`config.mk`:
```
export PLATFORM = sky130hd
export DESIGN_NAME = integer_to_roman_encoder
export DESIGN_NICKNAME = d
export VERILOG_FILES = /design/src/design/itr_pkg.sv /design/src/design/itr_digit_split.sv /design/src/design/integer_to_roman_encoder.sv
export SDC_FILE = /design/constraint.sdc
export NUM_CORES = 1
export LEC_CHECK = 0
export BUFFER_PORTS_ARGS = -buffer_cell sky130_fd_sc_hd__buf_2
export CAP_MARGIN = 5
export CORE_UTILIZATION = 50
export DETAILED_ROUTE_END_ITERATION = 16
export PLACE_DENSITY = 0.79
export SYNTH_ARGS = -nofsm -noshare
export SYNTH_HDL_FRONTEND = slang
export SYNTH_SLANG_ARGS = --single-unit
```
`constraint.sdc`:
```
create_clock -name clk -period 7.7 [get_ports clk]
set_input_delay 1.155 -clock clk [delete_from_list [all_inputs] [get_ports clk]]
set_output_delay 1.155 -clock clk [all_outputs]
set_load 0.005 [all_outputs]
```
`src/design/itr_pkg.sv`:
```
// shared types, symbol codes and digit pattern helpers for the roman numeral encoder
`default_nettype none
package itr_pkg;

  localparam int unsigned NUM_W  = 12;
  localparam int unsigned DIG_W  = 4;
  localparam int unsigned NDIG   = 4;
  localparam int unsigned SYM_W  = 7;

  localparam logic [NUM_W-1:0] MAX_VALID = 12'd3999;

  localparam logic [SYM_W-1:0] SYM_NONE = 7'h00;
  localparam logic [SYM_W-1:0] SYM_I    = 7'h49;
  localparam logic [SYM_W-1:0] SYM_V    = 7'h56;
  localparam logic [SYM_W-1:0] SYM_X    = 7'h58;
  localparam logic [SYM_W-1:0] SYM_L    = 7'h4C;
  localparam logic [SYM_W-1:0] SYM_C    = 7'h43;
  localparam logic [SYM_W-1:0] SYM_D    = 7'h44;
  localparam logic [SYM_W-1:0] SYM_M    = 7'h4D;

  typedef logic [DIG_W-1:0] digit_t;

  // dig[3] thousands down to dig[0] units
  typedef struct packed {
    logic                  err;
    logic [NDIG-1:0][DIG_W-1:0] dig;
  } itr_digits_t;

  function automatic logic [SYM_W-1:0] sym_one(input logic [1:0] pos);
    logic [SYM_W-1:0] s;
    unique case (pos)
      2'd0: s = SYM_I;
      2'd1: s = SYM_X;
      2'd2: s = SYM_C;
      default: s = SYM_M;
    endcase
    return s;
  endfunction

  function automatic logic [SYM_W-1:0] sym_five(input logic [1:0] pos);
    logic [SYM_W-1:0] s;
    unique case (pos)
      2'd0: s = SYM_V;
      2'd1: s = SYM_L;
      2'd2: s = SYM_D;
      default: s = SYM_NONE;
    endcase
    return s;
  endfunction

  function automatic logic [SYM_W-1:0] sym_ten(input logic [1:0] pos);
    logic [SYM_W-1:0] s;
    unique case (pos)
      2'd0: s = SYM_X;
      2'd1: s = SYM_C;
      2'd2: s = SYM_M;
      default: s = SYM_NONE;
    endcase
    return s;
  endfunction

  // number of symbols one decimal digit produces
  function automatic logic [2:0] digit_len(input digit_t d);
    logic [2:0] n;
    unique case (d) inside
      4'd0:                   n = 3'd0;
      4'd1, 4'd5:             n = 3'd1;
      4'd2, 4'd4, 4'd6, 4'd9: n = 3'd2;
      4'd3, 4'd7:             n = 3'd3;
      4'd8:                   n = 3'd4;
      default:                n = 3'd0;
    endcase
    return n;
  endfunction

  // k-th symbol of the pattern for digit d at position pos
  function automatic logic [SYM_W-1:0] digit_sym(input digit_t d, input logic [1:0] pos,
                                                 input logic [1:0] k);
    logic [SYM_W-1:0] s;
    unique case (d) inside
      4'd1, 4'd2, 4'd3:       s = sym_one(pos);
      4'd4:                   s = (k == 2'd0) ? sym_one(pos) : sym_five(pos);
      4'd5, 4'd6, 4'd7, 4'd8: s = (k == 2'd0) ? sym_five(pos) : sym_one(pos);
      4'd9:                   s = (k == 2'd0) ? sym_one(pos) : sym_ten(pos);
      default:                s = SYM_NONE;
    endcase
    return s;
  endfunction

  // highest set position of a four-bit mask
  function automatic logic [1:0] hi_pos(input logic [NDIG-1:0] m);
    logic [1:0] p;
    if (m[3]) begin
      p = 2'd3;
    end else if (m[2]) begin
      p = 2'd2;
    end else if (m[1]) begin
      p = 2'd1;
    end else begin
      p = 2'd0;
    end
    return p;
  endfunction

endpackage
`default_nettype wire

```
`src/design/itr_digit_split.sv`:
```
// four stage pipeline that range checks a number and splits it into decimal digits
`default_nettype none
module itr_digit_split
  import itr_pkg::*;
(
  input  wire logic             clk,
  input  wire logic             rst_n,
  input  wire logic             in_valid,
  output logic                  in_ready,
  input  wire logic [NUM_W-1:0] in_number,
  output logic                  out_valid,
  input  wire logic             out_ready,
  output itr_digits_t           out_digits
);

  logic v1_r, v2_r, v3_r, v4_r;
  logic adv1, adv2, adv3, adv4;

  logic [NUM_W-1:0] num1_r;
  logic             err1_r, err2_r, err3_r;
  logic [9:0]       rem2_r;
  digit_t           th2_r, th3_r, hd3_r;
  logic [6:0]       rem3_r;
  itr_digits_t      dig4_r;

  digit_t           th_nxt, hd_nxt, tn_nxt, un_nxt;
  logic [9:0]       rem2_nxt;
  logic [6:0]       rem3_nxt;

  // a stage moves when it is empty or the stage after it moves
  assign adv4 = !v4_r || out_ready;
  assign adv3 = !v3_r || adv4;
  assign adv2 = !v2_r || adv3;
  assign adv1 = !v1_r || adv2;
  assign in_ready = adv1;

  always_ff @(posedge clk) begin
    if (!rst_n) begin
      v1_r <= 1'b0;
      v2_r <= 1'b0;
      v3_r <= 1'b0;
      v4_r <= 1'b0;
    end else begin
      if (adv1) v1_r <= in_valid;
      if (adv2) v2_r <= v1_r;
      if (adv3) v3_r <= v2_r;
      if (adv4) v4_r <= v3_r;
    end
  end

  // thousands by compare against the three multiples
  always_comb begin
    if (num1_r >= 12'd3000) begin
      th_nxt = 4'd3;
    end else if (num1_r >= 12'd2000) begin
      th_nxt = 4'd2;
    end else if (num1_r >= 12'd1000) begin
      th_nxt = 4'd1;
    end else begin
      th_nxt = 4'd0;
    end
    rem2_nxt = 10'(num1_r - 12'(th_nxt) * 12'd1000);
  end

  // hundreds: count thresholds passed
  always_comb begin
    hd_nxt = 4'd0;
    for (int i = 1; i <= 9; i++) begin
      hd_nxt = hd_nxt + 4'(rem2_r >= 10'(i * 100));
    end
    rem3_nxt = 7'(rem2_r - 10'(hd_nxt) * 10'd100);
  end

  always_comb begin
    tn_nxt = 4'd0;
    for (int i = 1; i <= 9; i++) begin
      tn_nxt = tn_nxt + 4'(rem3_r >= 7'(i * 10));
    end
    un_nxt = 4'(rem3_r - 7'(tn_nxt) * 7'd10);
  end

  always_ff @(posedge clk) begin
    if (adv1) begin
      num1_r <= in_number;
      err1_r <= (in_number == '0) || (in_number > MAX_VALID);
    end
    if (adv2) begin
      th2_r  <= th_nxt;
      rem2_r <= rem2_nxt;
      err2_r <= err1_r;
    end
    if (adv3) begin
      th3_r  <= th2_r;
      hd3_r  <= hd_nxt;
      rem3_r <= rem3_nxt;
      err3_r <= err2_r;
    end
    if (adv4) begin
      dig4_r.err    <= err3_r;
      dig4_r.dig[3] <= th3_r;
      dig4_r.dig[2] <= hd3_r;
      dig4_r.dig[1] <= tn_nxt;
      dig4_r.dig[0] <= un_nxt;
    end
  end

  assign out_valid  = v4_r;
  assign out_digits = dig4_r;

endmodule
`default_nettype wire

```
`src/design/integer_to_roman_encoder.sv`:
```
// top level: digit split pipeline followed by the symbol serializer
`default_nettype none
// Converts a 12-bit unsigned number to its Roman numeral, sent as one ASCII
// symbol per output beat, most significant first, with tlast on the final
// symbol. Numbers 0 and 4000..4095 give a single beat with symbol 0, tlast
// and the range_error flag set. A number passes through the four-stage digit
// split pipeline into the serializer, which sends its symbols (1 to 15, one
// for an error) one per beat, so the sustained rate is one output symbol per
// cycle while out_tready is high and numbers keep arriving. The pipeline keeps
// taking numbers while the serializer drains the current one, until it is full.
module integer_to_roman_encoder
  import itr_pkg::*;
(
  input  wire logic        clk,
  input  wire logic        rst_n,
  input  wire logic        in_tvalid,
  output logic             in_tready,
  input  wire logic [15:0] in_tdata,   // [11:0] number, [15:12] zero
  output logic             out_tvalid,
  input  wire logic        out_tready,
  output logic [7:0]       out_tdata,  // [6:0] symbol, [7] zero
  output logic             out_tlast,
  output logic             out_tuser   // [0] range_error
);

  logic        sp_valid;
  logic        sp_ready;
  itr_digits_t sp_digits;

  itr_digit_split u_split (
    .clk        (clk),
    .rst_n      (rst_n),
    .in_valid   (in_tvalid),
    .in_ready   (in_tready),
    .in_number  (in_tdata[NUM_W-1:0]),
    .out_valid  (sp_valid),
    .out_ready  (sp_ready),
    .out_digits (sp_digits)
  );

  // serializer state
  logic                       busy_r, busy_nxt;
  logic                       err_r, err_nxt;
  logic [NDIG-1:0][DIG_W-1:0] dig_r, dig_nxt;
  logic [NDIG-1:0]            nz_r, nz_nxt;
  logic [1:0]                 pos_r, pos_nxt;
  logic [1:0]                 k_r, k_nxt;

  logic            fire;
  logic            end_digit;
  logic            is_last;
  logic [NDIG-1:0] lower;
  logic [NDIG-1:0] in_nz;
  logic [2:0]      cur_len;

  assign cur_len   = digit_len(dig_r[pos_r]);
  assign end_digit = ({1'b0, k_r} == cur_len - 3'd1);
  assign lower     = nz_r & NDIG'((4'd1 << pos_r) - 4'd1);
  assign is_last   = err_r || (end_digit && (lower == '0));
  assign fire      = busy_r && out_tready;
  assign sp_ready  = !busy_r || (fire && is_last);

  always_comb begin
    for (int i = 0; i < NDIG; i++) begin
      in_nz[i] = (sp_digits.dig[i] != '0);
    end
  end

  always_comb begin
    busy_nxt = busy_r;
    err_nxt  = err_r;
    dig_nxt  = dig_r;
    nz_nxt   = nz_r;
    pos_nxt  = pos_r;
    k_nxt    = k_r;
    if (sp_ready) begin
      busy_nxt = sp_valid;
      err_nxt  = sp_digits.err;
      dig_nxt  = sp_digits.dig;
      nz_nxt   = in_nz;
      pos_nxt  = hi_pos(in_nz);
      k_nxt    = 2'd0;
    end else if (fire) begin
      if (end_digit) begin
        pos_nxt = hi_pos(lower);
        k_nxt   = 2'd0;
      end else begin
        k_nxt = k_r + 2'd1;
      end
    end
  end

  always_ff @(posedge clk) begin
    if (!rst_n) begin
      busy_r <= 1'b0;
    end else begin
      busy_r <= busy_nxt;
    end
  end

  always_ff @(posedge clk) begin
    err_r <= err_nxt;
    dig_r <= dig_nxt;
    nz_r  <= nz_nxt;
    pos_r <= pos_nxt;
    k_r   <= k_nxt;
  end

  assign out_tvalid = busy_r;
  assign out_tdata  = err_r ? 8'd0 : {1'b0, digit_sym(dig_r[pos_r], pos_r, k_r)};
  assign out_tlast  = is_last;
  assign out_tuser  = err_r;

  a_err_single : assert property (@(posedge clk) disable iff (!rst_n)
    out_tvalid && out_tuser |-> out_tlast && (out_tdata == 8'd0))
    else $error("error beat not a single zero symbol");

  a_sym_nonzero : assert property (@(posedge clk) disable iff (!rst_n)
    out_tvalid && !out_tuser |-> (out_tdata != 8'd0))
    else $error("valid numeral beat carries no symbol");

  a_k_in_digit : assert property (@(posedge clk) disable iff (!rst_n)
    busy_r && !err_r |-> ({1'b0, k_r} < cur_len))
    else $error("symbol index beyond digit pattern");

  a_load_on_done : assert property (@(posedge clk) disable iff (!rst_n)
    busy_r && !(out_tready && is_last) |-> !sp_ready)
    else $error("serializer reloaded before numeral finished");

endmodule
`default_nettype wire
```
==> flow_summary.ini, run 1 <==
[hold_path]
hold_class = register to register
holdPathStages = 0
min-delay-start = u_split.rem2_r[1]
holdPathEnd = u_split.rem3_r[1]

[synthesis]
synthDominantCellAreaShare = 0.483
ys.flop_type = edfxtp_1
syn_area_per_cell_um2 = 11.8
netlist_instances = 399
synth_edf_count = 76
synth-seq-cells = 83
syn-cell-area_mm2 = 0.00472
yosys.area.top_type = edfxtp_1
synthArstFlopShare = 0
synth_cell_types = 56
synth_warnings = 0
ys_seq_area_frac = 0.513
synthTopCellsByArea = edfxtp_1 48%, ha_1 9.3%, fa_1 5.5%, dfxtp_1 3.0%, inv_1 2.8%

[clock_network]
htreeDepth = 3
clkTransAtPathRegs_ns = 0.07
cts_buffer_depth = 2
postCtsSetupBuffers = 0
cts_resized = 0
hold_buffers = 0
cts_buffers = 9
insertion_delay_ns = 0.34
clkSinkCount = 83
cts_tree = built
cts_root_buffer = clkbuf_8

[placement]
numPortBuffers = 25
dp_hpwl_um = 5880
place.gp.congestion = 0.841
place_area_mm2 = 0.00493

[critical_path]
critical_path_class = register to primary output
arrival_ns = 4.28
cp.required_ns = 6.55
path_cells = mux2i_1 > o2bb2ai_1 > nor3_1 > a22oi_1 > ha_1 > xnor2_1 > nor2_1 > mux2i_1 > o41ai_2 > a21boi_2 > inv_4 > nor3_1 > inv_1 > buf_2
crit_path_end_kind = primary output
rrSetupSlack_ns = 3.00
cp_slowest_cell = o2bb2ai_1
rr_startpoint = u_split.rem2_r[3]
critical_path.max_stage_delay_ns = 0.62
startpoint_type = register
r2r_end = u_split.rem3_r[5]
path_max_fanout = 25
rr_worst_depth = 14

[timing]
maxSlewViolCount = 0
finalHoldViolCount = 0
setup_viol = 0
max_freq_ghz = 0.184
relSlewSlack = 0.503
fin_crit_ns = 5.44
worst_pin_slew_ns = 0.742
finalCritPeriodShare = 0.706
rsz0062_at_grt = no
holdWs_ns = 0.422
skew_ns = 0.00714
setup-tns-final_ns = 0

[final_layout]
nNetsFinal = 492
fin_util = 0.554
diodes = 0
drive_gt1_frac = 0.110
final_area_mm2 = 0.00509
area_growth_pct = 7.81

[run]
maxCapViolCount = 0

[drt]
via_per_inst = 5.66
wl_per_cell_um = 14.3
first_iter_violations = 106
drc = 0
drt.antenna.violating_nets = 0
dr.pass1.iters = 4
vias = 3052
wl_um = 7710

[global_routing]
grt_pass1_vias = 3060
track_usage = 0.171
overflow = 0
grt_pass1_wl_um = 13300
antenna_found_initial = 0
grt_max_degree = 26

[die]
core_area_mm2 = 0.00920
num_rows = 35
dieArea_mm2 = 0.00984
start_util = 0.514
dieWidth_um = 99.2
ios = 32
dieHeight_um = 99.2

[run_status]
status = completed
[worst max-delay path by stage]
stage | cells after the start | slack [ns] | end | startpoint
floorplan | 15 | 3.22 | u_split.rem3_r[5] | u_split.rem2_r[4]
global placement | 14 | 2.76 | in_tready | pos_r[0]
detailed placement | 14 | 2.63 | in_tready | pos_r[0]
CTS | 14 | 2.24 | in_tready | pos_r[0]
global route | 14 | 1.76 | in_tready | pos_r[0]
finish | 14 | 2.26 | in_tready | pos_r[0]
[cells in the final DEF, fill, tap and decap left out, drive strengths merged, types with 5 or more instances in the layout]
cell type / instances
edfxtp: 76
inv: 36
ha: 35
nand2: 31
buf: 25
o21ai: 23
nor2: 21
xnor2: 15
a21oi: 14
fa: 13
clkbuf: 13
o21a: 10
nand3: 10
a21o: 10
nor3: 7
dfxtp: 7
o211ai: 6
mux2i: 5
nor4: 5
xor2: 5
[cell families after synthesis]
family	count (synthesis)	synth area share
fa+ha+maj	49	0.150
mux	8	0.0225
flops	83	0.513
buf+inv	48	0.0421
xor+xnor	20	0.0371
simple gates	94	0.0945
compound gates	96	0.140
other cells	1	0.000794
[worst max-delay path: cells and delay by family (launching register included)]
kind | cells | cell delay, ns
AO/OA/AOI/OAI | 4 | 1.23
buffers and inverters | 3 | 0.69
flip-flops | 1 | 0.57
AND/OR/NAND/NOR | 3 | 0.54
multiplexers | 2 | 0.41
adder cells (fa/ha/maj) | 1 | 0.28
XOR/XNOR | 1 | 0.19
[Yosys cell counts (all sizes together) (2+ instances only)]
cell	instances
o311ai	3
or2	2
nor2	21
a21oi	14
nand4	3
fa	13
a31oi	2
nor2b	3
o211ai	6
xor2	5
o21ai	23
o31a	2
nor3	7
buf	4
a211o	2
edfxtp	76
clkbuf	8
o22ai	4
mux4	2
mux2i	5
a2bb2oi	2
nand2	31
a21o	10
inv	36
a41o	3
xnor2	15
a22oi	3
nand3	10
or4	2
nand3b	3
dfxtp	7
o21a	10
o21bai	2
nand2b	4
nor4	5
ha	35
[per-stage QoR]
step	worst slack, ns	cells
4_1_cts	2.24	539
3_5_place_dp	2.63	524
2_1_floorplan	3.22	400
5_1_grt	1.76	539
3_3_place_gp	2.76	524
6_report	2.26	539
[state kept, by name (all words and copies together), names as in the netlist, 2 cells and up]
name	flops
k_r	2
dig_r	14
nz_r	4
u_split.th3_r	2
u_split.num1_r	12
u_split.out_digits	15
u_split.rem2_r	10
u_split.hd3_r	4
u_split.th2_r	2
u_split.rem3_r	7
pos_r	2
[layout make-up]
| cell class | instances | area (µm²) |
|---|---|---|
| clock inverter | 2 | 13.8 |
| inverter | 36 | 138 |
| tap | 111 | 139 |
| timing repair buffer | 25 | 125 |
| multi-input combinational | 269 | 2110 |
| sequential | 83 | 2420 |
| fill | 747 | 4100 |
| clock buffer | 13 | 149 |
[metal layers]
layer	share of wire	vias up	GRT usage
met5	0	-	0
met4	0.016	0	0.0781
met3	0.028	9	0.0309
met2	0.53	62	0.311
met1	0.43	1466	0.197
li1	-	1515	-
Power of run 1 is left out: the tool's default activity adds up to more than one toggle a clock period on the data nets, which glitch-free logic cannot reach.
==> run 2: changes to the inputs <==
PLACE_DENSITY = 0.82   (was 0.79)
clock period = 4.95 ns   (was 7.7 ns; I/O delays follow)
==> flow_summary.ini, run 2 (synthesized netlist as in run 1, its figures left out) <==
[clock_network]
insertion_delay_ns = 0.35
cts_root_buffer = clkbuf_8
cts_buffers = 9
cts_tree = built
clkSinkCount = 83
htreeDepth = 3
hold_buffers = 0
clkTransAtPathRegs_ns = 0.08
cts_buffer_depth = 2

[final_layout]
multi_input_area_mm2 = 0.00212
nFillCells = 736
final_cell_mix = 76 x edfxtp_1, 35 x inv_1, 35 x ha_1
final_common_cell = edfxtp_1
diodes = 0
drive_gt1_frac = 0.131
largest_register_ffs = 15
seqCellArea_mm2 = 0.00242
nNetsFinal = 498
fin_util = 0.564
area_growth_pct = 9.72

[timing]
finalHoldViolCount = 0
skew_ns = 0.00930
worst_pin_slew_ns = 0.830
finalCritPeriodShare = 0.944
max_freq_ghz = 0.214
relSlewSlack = 0.443
maxSlewViolCount = 0
rsz0062_at_grt = no
setup_viol = 0
setup-tns-final_ns = 0
fin_crit_ns = 4.67

[critical_path]
arrival_ns = 4.78
crit_path_end_kind = register
rr_worst_depth = 14
critical_path.max_stage_delay_ns = 0.61
cp_num_cells = 14
critical_path.most_common_cell = fa_1
critical_path_class = register to register
path_cells = inv_1 > o21ai_0 > a211o_1 > a21o_1 > fa_1 > fa_1 > fa_1 > ha_1 > fa_1 > inv_1 > ha_1 > a21oi_1 > maj3_1 > xnor2_1
cp.required_ns = 5.06
cp_num_buf_inv = 2
path_max_fanout = 7
startpoint_type = register
critPathTopFamily = adder cells
cp_slowest_cell = fa_1

[global_routing]
grt_max_degree = 26
overflow = 0
antenna_found_initial = 0
track_usage = 0.178
grt_pass1_wl_um = 13600
grt_pass1_vias = 3077

[placement]
place.gp.congestion = 0.875
numPortBuffers = 25
dp_hpwl_um = 6000

[die]
ios = 32
dieWidth_um = 99.2
dieArea_mm2 = 0.00984
start_util = 0.514
num_rows = 35
dieHeight_um = 99.2
core_area_mm2 = 0.00920

[drt]
first_iter_violations = 146
dr.pass1.iters = 4
wl_per_cell_um = 14.7
via_per_inst = 5.70
wl_um = 8040
drt.antenna.violating_nets = 0
vias = 3114
drc = 0

[run_status]
status = completed

[run]
maxCapViolCount = 0

[hold_path]
holdPathStages = 0
hold_class = register to register
-- run 2: layer usage --
layer  share of wire  up-vias  global-route usage  routed length (µm)
li1                -     1525                   -                   -
met3           0.031       18              0.0316                 252
met4           0.028        0               0.101                 227
met1            0.41     1509               0.201                3330
met2            0.53       62               0.319                4230
met5               0        -                   0                   0
-- run 2: area by class of cell --
| class | count | share of cell area |
|---|---|---|
| well taps | 111 | 0.0268 |
| inverters | 36 | 0.0266 |
| repair buffers | 31 | 0.0323 |
| clock buffers | 9 | 0.0239 |
| clock inverters | 7 | 0.0145 |
| flip-flops and latches | 83 | 0.467 |
| multi-input cells | 269 | 0.409 |
-- run 2: metrics by stage --
stage | worst slack, ns | hold slack (ns) | area (µm²) | instances
after detailed placement | 0.254 | 0.405 | 4950 | 526
after CTS | 0.133 | 0.426 | 5140 | 542
after floorplan | 0.468 | 0.400 | 4730 | 400
after global placement | 0.340 | 0.400 | 4950 | 526
after global routing | 0.00834 | 0.428 | 5180 | 546
final | 0.277 | 0.425 | 5180 | 546
-- run 2: path summary, 6_finish.rpt --
check,from,endpoint,slack (ns)
worst min register to register,u_split.err3_r,u_split.out_digits[16],0.42
worst min-delay path,u_split.err3_r,u_split.out_digits[16],0.42
worst max register to register,u_split.rem2_r[3],u_split.rem3_r[5],0.28
worst max-delay path,u_split.rem2_r[3],u_split.rem3_r[5],0.28
-- run 2: timing repair --
action	CTS	global route
setup endpoints to repair	0	1
setup buffers	0	4
gates resized for setup	0	2
Power of run 2 is left out for the same reason.
==> run 3: changes to the inputs <==
ABC_AREA = 1   (was unset)
==> flow_summary.ini, run 3 <==
[run_status]
status = completed

[synthesis]
muxShareOfSynthArea = 0
syn-cell-area_mm2 = 0.00471
synthDominantCellAreaShare = 0.484
synth_edf_count = 76
netlist_instances = 438
ys.flop_type = edfxtp_1
synthArstFlopShare = 0
syn_area_per_cell_um2 = 10.8
ys_top_cells_by_count = 76 x edfxtp_1, 68 x inv_1, 48 x nand2_1
synthXorXnorAreaFrac = 0.0334
synth_warnings = 0
synth-simple-area-share = 0.154
synthTopCellsByArea = edfxtp_1 48%, ha_1 9.3%, fa_1 5.5%, inv_1 5.4%, nand2_1 3.8%
yosysMostFrequentCell = edfxtp_1
yosys.area.top_type = edfxtp_1
ys_seq_area_frac = 0.514
synth-seq-cells = 83
synth_cell_types = 47
synth_top_family_by_area = simple AND/OR/NAND/NOR gates
synth_fa_ha_area_frac = 0.148
synth_compound_area_frac = 0.0876

[drt]
wl_per_cell_um = 13.2
first_iter_violations = 95
via_per_inst = 5.35
dr.pass1.iters = 4
vias = 3156
wl_um = 7800
drt.antenna.violating_nets = 0
drc = 0

[critical_path]
startpoint_type = register
critical_path.max_stage_delay_ns = 0.56
arrival_ns = 4.65
path_max_fanout = 5
cp.required_ns = 5.05
critical_path.most_common_cell = fa_1
crit_path_end_kind = register
rrSetupSlack_ns = 0.40
cp_slowest_cell = fa_1
path_cells = nor2_1 > o21ai_0 > fa_1 > inv_1 > fa_1 > fa_1 > inv_1 > ha_1 > fa_1 > inv_1 > fa_1 > xnor2_1 > xor2_1 > xor2_1 > inv_1
critical_path_class = register to register
rr_worst_depth = 15

[timing]
setup_viol = 0
rsz0062_at_grt = no
finalCritPeriodShare = 0.920
finalHoldViolCount = 0
maxSlewViolCount = 0
setup-tns-final_ns = 0
skew_ns = 0.0119
fin_crit_ns = 4.55
relSlewSlack = 0.411
max_freq_ghz = 0.220
worst_pin_slew_ns = 0.882

[final_layout]
nNetsFinal = 542
largest_register_ffs = 15
final_cell_mix = 76 x edfxtp_1, 68 x inv_1, 48 x nand2_1
diodes = 0
area_growth_pct = 9.50
drive_gt1_frac = 0.142
final_common_cell = edfxtp_1
nFillCells = 749

[die]
dieWidth_um = 99.1
dieHeight_um = 99.1
ios = 32
start_util = 0.513
dieArea_mm2 = 0.00982
num_rows = 35
core_area_mm2 = 0.00920

[clock_network]
clkSinkCount = 83
cts_resized = 0
insertion_delay_ns = 0.34
postCtsSetupBuffers = 0
hold_buffers = 0
cts_buffers = 9
cts_buffer_depth = 2
cts_tree = built
cts_root_buffer = clkbuf_8
clkTransAtPathRegs_ns = 0.08
htreeDepth = 3

[placement]
dp_hpwl_um = 6220
numPortBuffers = 25
place.gp.congestion = 0.886

[global_routing]
overflow = 0
track_usage = 0.170
grt_pass1_wl_um = 13300
grt_max_degree = 25
antenna_found_initial = 0
grt_pass1_vias = 3111

[hold_path]
holdPathStages = 0
hold_class = register to register

[run]
maxCapViolCount = 0
==> run 3: changes by cell type after synthesis, moves of 7 or more <==
| cell | change |
|---|---|
| a21o_1 | -9 |
| clkbuf_1 | -8 |
| inv_1 | +33 |
| nand2_1 | +17 |
| nand2_2 | +8 |
| nand3_1 | +7 |
| nor2_1 | +18 |
| o21a_1 | -7 |
| xnor2_1 | -9 |
| xor2_1 | +7 |
==> run 3: cell families after synthesis <==
group                    Yosys count
AND/OR/NAND/NOR                  147
XOR/XNOR                          18
buffers and inverters             74
adder cells (fa/ha/maj)           48
other                              1
AO/OA/AOI/OAI                     67
flip-flops                        83
==> run 3: area by class of cell <==
class                           instances  area (µm²)  area share
Clock buffer                           11         153      0.0296
Clock inverter                          5        35.0     0.00679
Inverter                               72         275      0.0533
Multi-Input combinational cell        282        2000       0.388
Sequential cell                        83        2420       0.469
Tap cell                              111         139      0.0269
Timing Repair Buffer                   26         133      0.0257
==> run 3: critical path, delay by kind of cell (launching register included) <==
family / cells / cell delay, ns
buffers and inverters: 4 / 0.22
flip-flops: 1 / 0.45
AND/OR/NAND/NOR: 1 / 0.20
adder cells (fa/ha/maj): 6 / 2.74
AO/OA/AOI/OAI: 1 / 0.16
XOR/XNOR: 3 / 0.55
==> run 3: stage by stage <==
step	hold slack [ns]	util	instances	setup slack, ns	cell area (µm²)
global route	0.431	0.561	590	0.195	5160
floorplan	0.400	-	439	0.652	4720
finish	0.427	0.561	590	0.396	5160
global placement	0.402	0.541	574	0.530	4970
detailed placement	0.407	0.541	574	0.382	4970
CTS	0.424	0.561	590	0.378	5160
==> run 3: path summary, 6_finish.rpt <==
path                          start                    end
setup / recovery  u_split.rem3_r[5]  u_split.out_digits[3]
hold / removal    u_split.num1_r[1]      u_split.rem2_r[1]
setup reg to reg  u_split.rem3_r[5]  u_split.out_digits[3]
hold reg to reg   u_split.num1_r[1]      u_split.rem2_r[1]
==> run 3: per-layer routing <==
metal	track usage	share of wire	up-vias	routed length, µm
met2	0.331	0.56	54	4400
met3	0.0401	0.025	4	193
met1	0.187	0.41	1519	3170
li1	-	-	1579	-
met5	0	0	-	0
met4	0.0396	0.0047	0	37
Power of run 3 is left out for the same reason.
